===== src/hdl/lkvc_pkg.sv =====
package lkvc_pkg;

    // 32-bit signed word carried by the key and value fields
    typedef logic signed [31:0] word_t;

    // operation codes
    localparam logic OP_GET = 1'b0;
    localparam logic OP_PUT = 1'b1;

    // configuration map
    localparam int unsigned ADDR_BITS    = 3;
    localparam logic        REG_CAPACITY = 1'b0;
    localparam int unsigned CAP_BITS     = 5;
    localparam logic [CAP_BITS-1:0] CAP_RESET = 5'd16;

    // read data returned by a get that misses
    localparam word_t MISS_VALUE = -32'sd1;

endpackage


===== src/hdl/lkvc_cmd_if.sv =====
interface lkvc_cmd_if;
    logic                valid;
    logic                ready;
    logic                opcode;
    lkvc_pkg::word_t     lookup_key;
    lkvc_pkg::word_t     write_value;

    modport source (output valid, output opcode, output lookup_key, output write_value,
                    input ready);
    modport sink   (input valid, input opcode, input lookup_key, input write_value,
                    output ready);
endinterface


===== src/hdl/lkvc_rsp_if.sv =====
interface lkvc_rsp_if;
    logic                valid;
    logic                ready;
    logic                hit;
    lkvc_pkg::word_t     read_value;
    logic                evicted;
    lkvc_pkg::word_t     evicted_key;

    modport source (output valid, output hit, output read_value, output evicted,
                    output evicted_key, input ready);
    modport sink   (input valid, input hit, input read_value, input evicted,
                    input evicted_key, output ready);
endinterface


===== src/hdl/lru_key_value_cache_top.sv =====
// Channel   Role          Transfer when         Payload
// cmd       sink          valid & ready         opcode, lookup_key, write_value
// rsp       source        valid & ready         hit, read_value, evicted, evicted_key
// apb       config slave  psel&penable&pwrite   capacity_in_use at byte address 0
//
// One operation completes per cycle while rsp is not stalled: a command is held in the
// input register, the tag match, rank update and victim pick run in one pass, and state
// and the result register are written at the same edge; rsp presents the result register.
// Reset empties the store at once (valid bits in flip-flops, no clearing pass).
// A stalled rsp holds the result; cmd still takes one more transfer into the input
// register, then stalls until the result register frees up.
module lru_key_value_cache_top #(
    parameter int unsigned ENTRIES  = 16,
    parameter int unsigned KEY_BITS = 32
) (
    input  logic                               clk,
    input  logic                               rst_n,
    lkvc_cmd_if.sink                           cmd,
    lkvc_rsp_if.source                         rsp,
    input  logic                               psel,
    input  logic                               penable,
    input  logic                               pwrite,
    input  logic [lkvc_pkg::ADDR_BITS-1:0]     paddr,
    input  logic [31:0]                        pwdata,
    output logic [31:0]                        prdata,
    output logic                               pready
);

    localparam int unsigned RANK_BITS  = $clog2(ENTRIES);
    localparam int unsigned COUNT_BITS = $clog2(ENTRIES + 1);
    localparam int unsigned CMP_BITS   =
        (COUNT_BITS > lkvc_pkg::CAP_BITS) ? COUNT_BITS : lkvc_pkg::CAP_BITS;
    localparam logic [COUNT_BITS-1:0] FULL_COUNT = COUNT_BITS'(ENTRIES);

    // ---------------------------------------------------------------- config
    logic [lkvc_pkg::CAP_BITS-1:0] cap_reg;
    logic                          cfg_wr;

    assign pready = 1'b1;
    assign cfg_wr = psel && penable && pwrite && pready;

    always_ff @(posedge clk or negedge rst_n)
    begin
        if (!rst_n)
        begin
            cap_reg <= lkvc_pkg::CAP_RESET;
        end
        else if (cfg_wr && (paddr[2] == lkvc_pkg::REG_CAPACITY))
        begin
            cap_reg <= pwdata[lkvc_pkg::CAP_BITS-1:0];
        end
    end

    assign prdata = (paddr[2] == lkvc_pkg::REG_CAPACITY)
                  ? {{(32 - lkvc_pkg::CAP_BITS){1'b0}}, cap_reg} : 32'd0;

    // ---------------------------------------------------------- input stage
    logic                  in_valid_reg;
    logic                  op_reg;
    logic [KEY_BITS-1:0]   key_reg;
    lkvc_pkg::word_t       val_reg;
    logic                  out_valid_reg;
    logic                  advance;

    // move the held command into the result register when there is room
    assign advance   = in_valid_reg && (!out_valid_reg || rsp.ready);
    assign cmd.ready = !in_valid_reg || advance;

    logic [63:0] key_wide;
    assign key_wide = {{32{cmd.lookup_key[31]}}, cmd.lookup_key};

    always_ff @(posedge clk or negedge rst_n)
    begin
        if (!rst_n)
        begin
            in_valid_reg <= 1'b0;
        end
        else if (cmd.ready)
        begin
            in_valid_reg <= cmd.valid;
        end
    end

    always_ff @(posedge clk)
    begin
        if (cmd.valid && cmd.ready)
        begin
            op_reg  <= cmd.opcode;
            key_reg <= key_wide[KEY_BITS-1:0];
            val_reg <= cmd.write_value;
        end
    end

    // ----------------------------------------------------------- store
    logic [ENTRIES-1:0]    valid_reg, valid_next;
    logic [RANK_BITS-1:0]  rank_reg  [ENTRIES];
    logic [RANK_BITS-1:0]  rank_next [ENTRIES];
    logic [KEY_BITS-1:0]   tag_reg   [ENTRIES];
    logic [KEY_BITS-1:0]   tag_next  [ENTRIES];
    lkvc_pkg::word_t       data_reg  [ENTRIES];
    lkvc_pkg::word_t       data_next [ENTRIES];
    logic [COUNT_BITS-1:0] count_reg, count_next;

    // match, victim and free-slot vectors
    logic [ENTRIES-1:0]    match_vec, match_oh;
    logic [ENTRIES-1:0]    victim_oh, free_vec, slot_oh;
    logic                  is_hit, is_put, need_evict, do_evict;
    logic [RANK_BITS-1:0]  hit_rank, lru_rank;
    lkvc_pkg::word_t       hit_data;
    logic [KEY_BITS-1:0]   victim_tag;
    logic [63:0]           victim_wide;
    logic [CMP_BITS-1:0]   count_ext, cap_ext;

    always_comb
    begin
        for (int i = 0; i < ENTRIES; i++)
        begin
            match_vec[i] = valid_reg[i] && (tag_reg[i] == key_reg);
        end
    end

    // lowest matching entry; keys are unique so at most one bit is set anyway
    assign match_oh = match_vec & (~match_vec + 1'b1);
    assign is_hit   = |match_vec;
    assign is_put   = (op_reg == lkvc_pkg::OP_PUT);

    // the least recent valid entry carries rank count-1
    assign lru_rank = RANK_BITS'(count_reg - 1'b1);

    always_comb
    begin
        for (int i = 0; i < ENTRIES; i++)
        begin
            victim_oh[i] = valid_reg[i] && (rank_reg[i] == lru_rank);
        end
    end

    always_comb
    begin
        hit_rank   = '0;
        hit_data   = '0;
        victim_tag = '0;
        for (int i = 0; i < ENTRIES; i++)
        begin
            hit_rank   = hit_rank   | (rank_reg[i] & {RANK_BITS{match_oh[i]}});
            hit_data   = hit_data   | (data_reg[i] & {32{match_oh[i]}});
            victim_tag = victim_tag | (tag_reg[i]  & {KEY_BITS{victim_oh[i]}});
        end
    end

    // capacity zero acts as one; above ENTRIES the full store caps it
    assign count_ext  = CMP_BITS'(count_reg);
    assign cap_ext    = (cap_reg == '0) ? CMP_BITS'(1) : CMP_BITS'(cap_reg);
    assign need_evict = (count_ext >= cap_ext) || (count_reg == FULL_COUNT);
    assign do_evict   = is_put && !is_hit && need_evict && (|victim_oh);

    assign free_vec   = ~valid_reg | (do_evict ? victim_oh : '0);
    assign slot_oh    = free_vec & (~free_vec + 1'b1);

    always_comb
    begin
        valid_next = valid_reg;
        count_next = count_reg;
        for (int i = 0; i < ENTRIES; i++)
        begin
            rank_next[i] = rank_reg[i];
            tag_next[i]  = tag_reg[i];
            data_next[i] = data_reg[i];
        end
        if (advance)
        begin
            if (is_hit)
            begin
                // promote the hit entry, age the ones that were more recent
                for (int i = 0; i < ENTRIES; i++)
                begin
                    if (match_oh[i])
                    begin
                        rank_next[i] = '0;
                        if (is_put)
                        begin
                            data_next[i] = val_reg;
                        end
                    end
                    else if (valid_reg[i] && (rank_reg[i] < hit_rank))
                    begin
                        rank_next[i] = RANK_BITS'(rank_reg[i] + 1'b1);
                    end
                end
            end
            else if (is_put)
            begin
                // drop the victim, age the survivors, insert at the lowest free slot
                valid_next = valid_reg & ~(do_evict ? victim_oh : '0);
                for (int i = 0; i < ENTRIES; i++)
                begin
                    if (slot_oh[i])
                    begin
                        rank_next[i] = '0;
                        tag_next[i]  = key_reg;
                        data_next[i] = val_reg;
                    end
                    else if (valid_next[i])
                    begin
                        rank_next[i] = RANK_BITS'(rank_reg[i] + 1'b1);
                    end
                end
                valid_next = valid_next | slot_oh;
                count_next = COUNT_BITS'(count_reg - COUNT_BITS'(do_evict)
                                                   + COUNT_BITS'(|slot_oh));
            end
        end
    end

    always_ff @(posedge clk or negedge rst_n)
    begin
        if (!rst_n)
        begin
            valid_reg <= '0;
            count_reg <= '0;
        end
        else
        begin
            valid_reg <= valid_next;
            count_reg <= count_next;
        end
    end

    always_ff @(posedge clk)
    begin
        for (int i = 0; i < ENTRIES; i++)
        begin
            rank_reg[i] <= rank_next[i];
            tag_reg[i]  <= tag_next[i];
            data_reg[i] <= data_next[i];
        end
    end

    // ------------------------------------------------------- result stage
    logic            hit_reg;
    lkvc_pkg::word_t rd_reg;
    logic            ev_reg;
    lkvc_pkg::word_t evk_reg;

    assign victim_wide = 64'(victim_tag);

    always_ff @(posedge clk or negedge rst_n)
    begin
        if (!rst_n)
        begin
            out_valid_reg <= 1'b0;
        end
        else if (advance)
        begin
            out_valid_reg <= 1'b1;
        end
        else if (rsp.ready)
        begin
            out_valid_reg <= 1'b0;
        end
    end

    always_ff @(posedge clk)
    begin
        if (advance)
        begin
            hit_reg <= is_hit;
            if (is_put)
            begin
                rd_reg <= '0;
            end
            else
            begin
                rd_reg <= is_hit ? hit_data : lkvc_pkg::MISS_VALUE;
            end
            ev_reg  <= do_evict;
            evk_reg <= do_evict ? victim_wide[31:0] : '0;
        end
    end

    assign rsp.valid       = out_valid_reg;
    assign rsp.hit         = hit_reg;
    assign rsp.read_value  = rd_reg;
    assign rsp.evicted     = ev_reg;
    assign rsp.evicted_key = evk_reg;

`ifndef SYNTHESIS
    a_count_tracks_valid: assert property (@(posedge clk) disable iff (!rst_n)
        count_reg == COUNT_BITS'($countones(valid_reg)))
        else $error("entry count does not match valid bits");

    a_unique_match: assert property (@(posedge clk) disable iff (!rst_n)
        in_valid_reg |-> $onehot0(match_vec))
        else $error("key present in more than one entry");

    a_full_put_evicts: assert property (@(posedge clk) disable iff (!rst_n)
        advance && is_put && !is_hit && (count_reg == FULL_COUNT) |-> do_evict)
        else $error("put of new key into full store did not evict");

    a_victim_single: assert property (@(posedge clk) disable iff (!rst_n)
        (count_reg != '0) |-> $onehot(victim_oh))
        else $error("least recent entry is not unique");

    a_result_loaded: assert property (@(posedge clk) disable iff (!rst_n)
        advance |=> out_valid_reg)
        else $error("result register not loaded after advance");
`endif

endmodule


===== src/flat_wrapper.sv =====
// flat-port wrapper written by rule: the top's interface ports become plain ports
module lru_key_value_cache_top_flat 
#(
    parameter int unsigned ENTRIES  = 16,
    parameter int unsigned KEY_BITS = 32
)
  (clk, rst_n, psel, penable, pwrite, paddr, pwdata, prdata, pready, cmd_valid, cmd_opcode, cmd_lookup_key, cmd_write_value, cmd_ready, rsp_valid, rsp_hit, rsp_read_value, rsp_evicted, rsp_evicted_key, rsp_ready);
  lkvc_cmd_if cmd_i ();
  lkvc_rsp_if rsp_i ();
  input  logic clk;
  input  logic rst_n;
  input  logic psel;
  input  logic penable;
  input  logic pwrite;
  input  logic [lkvc_pkg::ADDR_BITS-1:0] paddr;
  input  logic [31:0] pwdata;
  output logic [31:0] prdata;
  output logic pready;
  input wire logic [$bits(cmd_i.valid)-1:0] cmd_valid;
  input wire logic [$bits(cmd_i.opcode)-1:0] cmd_opcode;
  input wire logic [$bits(cmd_i.lookup_key)-1:0] cmd_lookup_key;
  input wire logic [$bits(cmd_i.write_value)-1:0] cmd_write_value;
  output wire logic [$bits(cmd_i.ready)-1:0] cmd_ready;
  output wire logic [$bits(rsp_i.valid)-1:0] rsp_valid;
  output wire logic [$bits(rsp_i.hit)-1:0] rsp_hit;
  output wire logic [$bits(rsp_i.read_value)-1:0] rsp_read_value;
  output wire logic [$bits(rsp_i.evicted)-1:0] rsp_evicted;
  output wire logic [$bits(rsp_i.evicted_key)-1:0] rsp_evicted_key;
  input wire logic [$bits(rsp_i.ready)-1:0] rsp_ready;
  assign cmd_i.valid = cmd_valid;
  assign cmd_i.opcode = cmd_opcode;
  assign cmd_i.lookup_key = cmd_lookup_key;
  assign cmd_i.write_value = cmd_write_value;
  assign cmd_ready = cmd_i.ready;
  assign rsp_valid = rsp_i.valid;
  assign rsp_hit = rsp_i.hit;
  assign rsp_read_value = rsp_i.read_value;
  assign rsp_evicted = rsp_i.evicted;
  assign rsp_evicted_key = rsp_i.evicted_key;
  assign rsp_i.ready = rsp_ready;
  lru_key_value_cache_top #(.ENTRIES(ENTRIES), .KEY_BITS(KEY_BITS)) u_core (.clk(clk), .rst_n(rst_n), .cmd(cmd_i), .rsp(rsp_i), .psel(psel), .penable(penable), .pwrite(pwrite), .paddr(paddr), .pwdata(pwdata), .prdata(prdata), .pready(pready));
endmodule

===== config.mk =====
export PLATFORM = sky130hd
export DESIGN_NAME = lru_key_value_cache_top_flat
export DESIGN_NICKNAME = d
export VERILOG_FILES = /design/src/hdl/lkvc_pkg.sv /design/src/hdl/lkvc_cmd_if.sv /design/src/hdl/lkvc_rsp_if.sv /design/src/hdl/lru_key_value_cache_top.sv /design/src/flat_wrapper.sv
export SDC_FILE = /design/constraint.sdc
export NUM_CORES = 2
export LEC_CHECK = 0
export BUFFER_PORTS_ARGS = -buffer_cell sky130_fd_sc_hd__buf_2
export CAP_MARGIN = 20
export CORE_UTILIZATION = 35
export DETAILED_ROUTE_END_ITERATION = 16
export SYNTH_ARGS = -nofsm -noshare
export SYNTH_HDL_FRONTEND = slang
export SYNTH_SLANG_ARGS = --single-unit

===== constraint.sdc =====
create_clock -name clk -period 8.17 [get_ports clk]
set_clock_uncertainty 0.2 [all_clocks]
set_input_delay 0 -clock clk [delete_from_list [all_inputs] [get_ports clk]]
set_output_delay 0 -clock clk [all_outputs]
set_load 0.01 [all_outputs]

==> metrics <==
run status finished, final reports clean; number of standard cells in the final layout excluding fillers 6489; count of antenna-violating nets left after detailed routing 0; Critical Path Most Common Cell buf_4; reg2reg setup slack 1250 ps; quantity of hold-fixing buffers added after cts 153; worst hold slack 72.2 ps; Hold Crit Class input port to flop; CTS buffer count 139; die footprint 161000 µm²; pre-CTS setup slack 1480 ps; Pre-antenna DRT Iters 6; post-route setup TNS 0 ps; sequential fraction of design power 44.6%; Pwr per Cell Area 258 nW/µm²; CTS Buffer Depth 3; Port Buffer Count 150; min cycle time layout 6920 ps; Critical Path Source Type flop; setup slack after layout 1250 ps; via count of the first global-routing pass 36100; clock sinks 1247; MaxCap Viol Count 0; number of failing hold endpoints at the final stage 0; global-route usage over all layers 24.3%; share of power burned in the clock network 37.3%; internal power 0.0118 W; classification of the worst setup path flop to flop; Vias/cell 5.85; number of pins exceeding their max-slew limit in the final report 0; Period Utilization, post-route 84.7%; final estimated routing congestion in global placement 1.02; wire length of the first global-routing pass 279000 µm; post-detailed-placement half-perimeter wirelength 128000 µm; # IOs 208; maximum cell stage delay along the critical path 970 ps; Final nets 4464; Tot Pwr 0.0169 W; setup repair after global routing missed its margin no; maximum net fanout on the critical path 26; antenna violations before repair 9; detailed-route DRC error count 0; number of warning messages in the yosys log 0; share of synthesized registers carrying an async set or reset 2.25%; Setup violations, final 0; clk_lat worst skew 840 ps; htree depth 4; power dissipated by switching net loads 0.00510 W; Area Growth Syn to Fin 17.2%; Die Width 402 µm; average wire per standard cell 30.9 µm; Rel. slew slack 11.6%; initial cell density of the core 35.3%; peak supply drop 0.203 mV; total gr overflow 0; cell row count 146; register clock-pin slew on the reported worst setup and hold paths 60 ps; switching power as a share of total power 30.2%; Cell Chain, Critical Path xor2_1 -> nor4_1 -> nand4_1 -> nor4_2 -> buf_4 -> nor4_2 -> and4_1 -> buf_4 -> and2_2 -> clkinv_1 -> buf_4 -> nor2_1 -> buf_4 -> nand2b_1 -> nor2_4 -> buf_4; leakage power figure 21.2 nW; post-synthesis sequential area ratio 66.8%; Vert. Die Dim 402 µm; kind of cell adding the most delay to the critical path simple AND/OR/NAND/NOR gates; achievable clock frequency 0.144 GHz; netlist area before placement 55900 µm²; CTS tree yes; number of synthesized flops with an enable pin 1219; endpoint arrival time on the critical path 7200 ps; critical path's slowest cell edfxtp_1; maximum number of pins on one net before global-route repair 42; buffer count from post-CTS setup fixing 0; Post-Syn Area per Cell 14.1 µm²; total of flip-flops plus latches after synthesis 1247; placed cells 6085; critical path endpoint category flop; Iteration-0 DRC Markers 5553; endpoint required time on the critical path 8450 ps; Clock Root Buffer clkbuf_16; standard cell core area 158000 µm²; share of post-route cells with drive strength above 1 14.0%; Gate power share 18.1%; Distinct cells, synth 99; post-synthesis instance total 3957; total number of vias 37900; total length of routed wires 201000 µm; crit path buf inv count 6; slew at the pin closest to its max-slew limit 1310 ps; top_reg_cell synth edfxtp_1; number of gates resized after cts 0
## power by group through the flow
stage	Sequential, W	Clock (W)	Combinational, W
floorplan	0.00758	0	0.00174
global placement	0.00765	0	0.00289
detailed placement	0.00766	0	0.00290
CTS	0.00753	0.00636	0.00298
global route	0.00755	0.00659	0.00320
finish	0.00753	0.00630	0.00306
## Yosys cell counts (all sizes together) (71+ instances only)
cell / number / area [µm²]
clkbuf: 148 / 556
buf: 122 / 943
a22oi: 272 / 2040
a221oi: 85 / 744
a21oi: 130 / 651
nor4: 76 / 627
xnor2: 366 / 3210
xor2: 232 / 2030
inv: 71 / 267
edfxtp: 1219 / 36600
nor2: 198 / 743
a22o: 75 / 657
nand4: 163 / 1030
nand2: 123 / 462
o21ai: 86 / 430
nand3: 161 / 823
## worst paths after layout
| check | start | endpoint | cells past startpoint |
|---|---|---|---|
| max | u_core.key_reg[7] | u_core.tag_reg[0][188] | 16 |
| min reg2reg | u_core.count_ext[4] | u_core.count_ext[4] | 1 |
| max in group asynchronous | rst_n | u_core.cap_reg[4] | 4 |
| min | penable | u_core.cap_reg[4] | 4 |
| min in group asynchronous | rst_n | u_core.valid_reg[10] | 4 |
| max reg2reg | u_core.key_reg[7] | u_core.tag_reg[0][188] | 16 |
## worst reg2reg max path, stage by stage, from the launching register on
cell,delay [ps]
edfxtp_1,970
xor2_1,580
nor4_1,200
nand4_1,320
nor4_2,90
buf_4,210
nor4_2,420
and4_1,410
buf_4,400
and2_2,660
clkinv_1,180
buf_4,260
nor2_1,150
buf_4,330
nand2b_1,220
nor2_4,600
buf_4,390
## cells by family (layout without fill, tap and decap cells)
group	count (synthesis)	after routing	synth area share (%)
buffers and inverters	342	774	3.17
XOR/XNOR	603	603	9.59
AO/OA/AOI/OAI	797	797	10.3
multiplexers	9	9	0.172
other	2	30	0.0134
flip-flops	1247	1247	66.8
AND/OR/NAND/NOR	887	887	8.48
adder cells (fa/ha/maj)	70	70	1.50
## per-layer routing
layer / GRT usage (%) / share of wire (%)
met1: 33.2 / 41
met4: 10.0 / 4.3
met5: 0 / 0.030
met3: 7.02 / 11
met2: 36.1 / 44
## placed cells by master (no fill, tap or decap), types with 8 or more instances in the layout
| cell | instances |
|---|---|
| nor3_2 | 15 |
| dfrtp_1 | 27 |
| nand2b_1 | 36 |
| maj3_1 | 12 |
| maj3_2 | 10 |
| inv_1 | 67 |
| o21ai_0 | 75 |
| a22oi_1 | 272 |
| buf_4 | 145 |
| xnor2_1 | 364 |
| nand2_1 | 123 |
| nor4_1 | 62 |
| a2111oi_0 | 11 |
| and2_2 | 16 |
| a31oi_1 | 42 |
| buf_2 | 151 |
| o21ai_1 | 11 |
| conb_1 | 28 |
| a21oi_1 | 126 |
| clkinv_16 | 12 |
| nand3_1 | 159 |
| and3_1 | 15 |
| dlygate4sd3_1 | 152 |
| nor2_4 | 15 |
| clkinv_1 | 25 |
| bufinv_16 | 10 |
| clkbuf_1 | 29 |
| edfxtp_1 | 1219 |
| a22o_1 | 75 |
| nor4_4 | 8 |
| clkbuf_16 | 139 |
| a221oi_1 | 85 |
| and3_2 | 8 |
| nor3_1 | 27 |
| nor2_1 | 183 |
| xor2_1 | 232 |
| nand4_1 | 162 |
| ha_1 | 47 |
| clkinv_2 | 21 |
## metrics by stage
stage | util (%) | instance area (µm²)
after floorplan | - | 56000
after global placement | 37.4 | 59300
after detailed placement | 37.4 | 59300
after CTS | 41.3 | 65400
after global routing | 41.3 | 65500
final | 41.3 | 65500
## area by class of cell
type	instances	area (µm²)
flip-flops and latches	1247	37300
well taps	2072	2590
clock inverters	79	993
fillers	14400	92900
multi-input cells	2394	17200
inverters	72	273
clock buffers	168	3590
repair buffers	455	3510
diodes	2	5.00
Note: power is estimated with default switching activity, not from simulation.
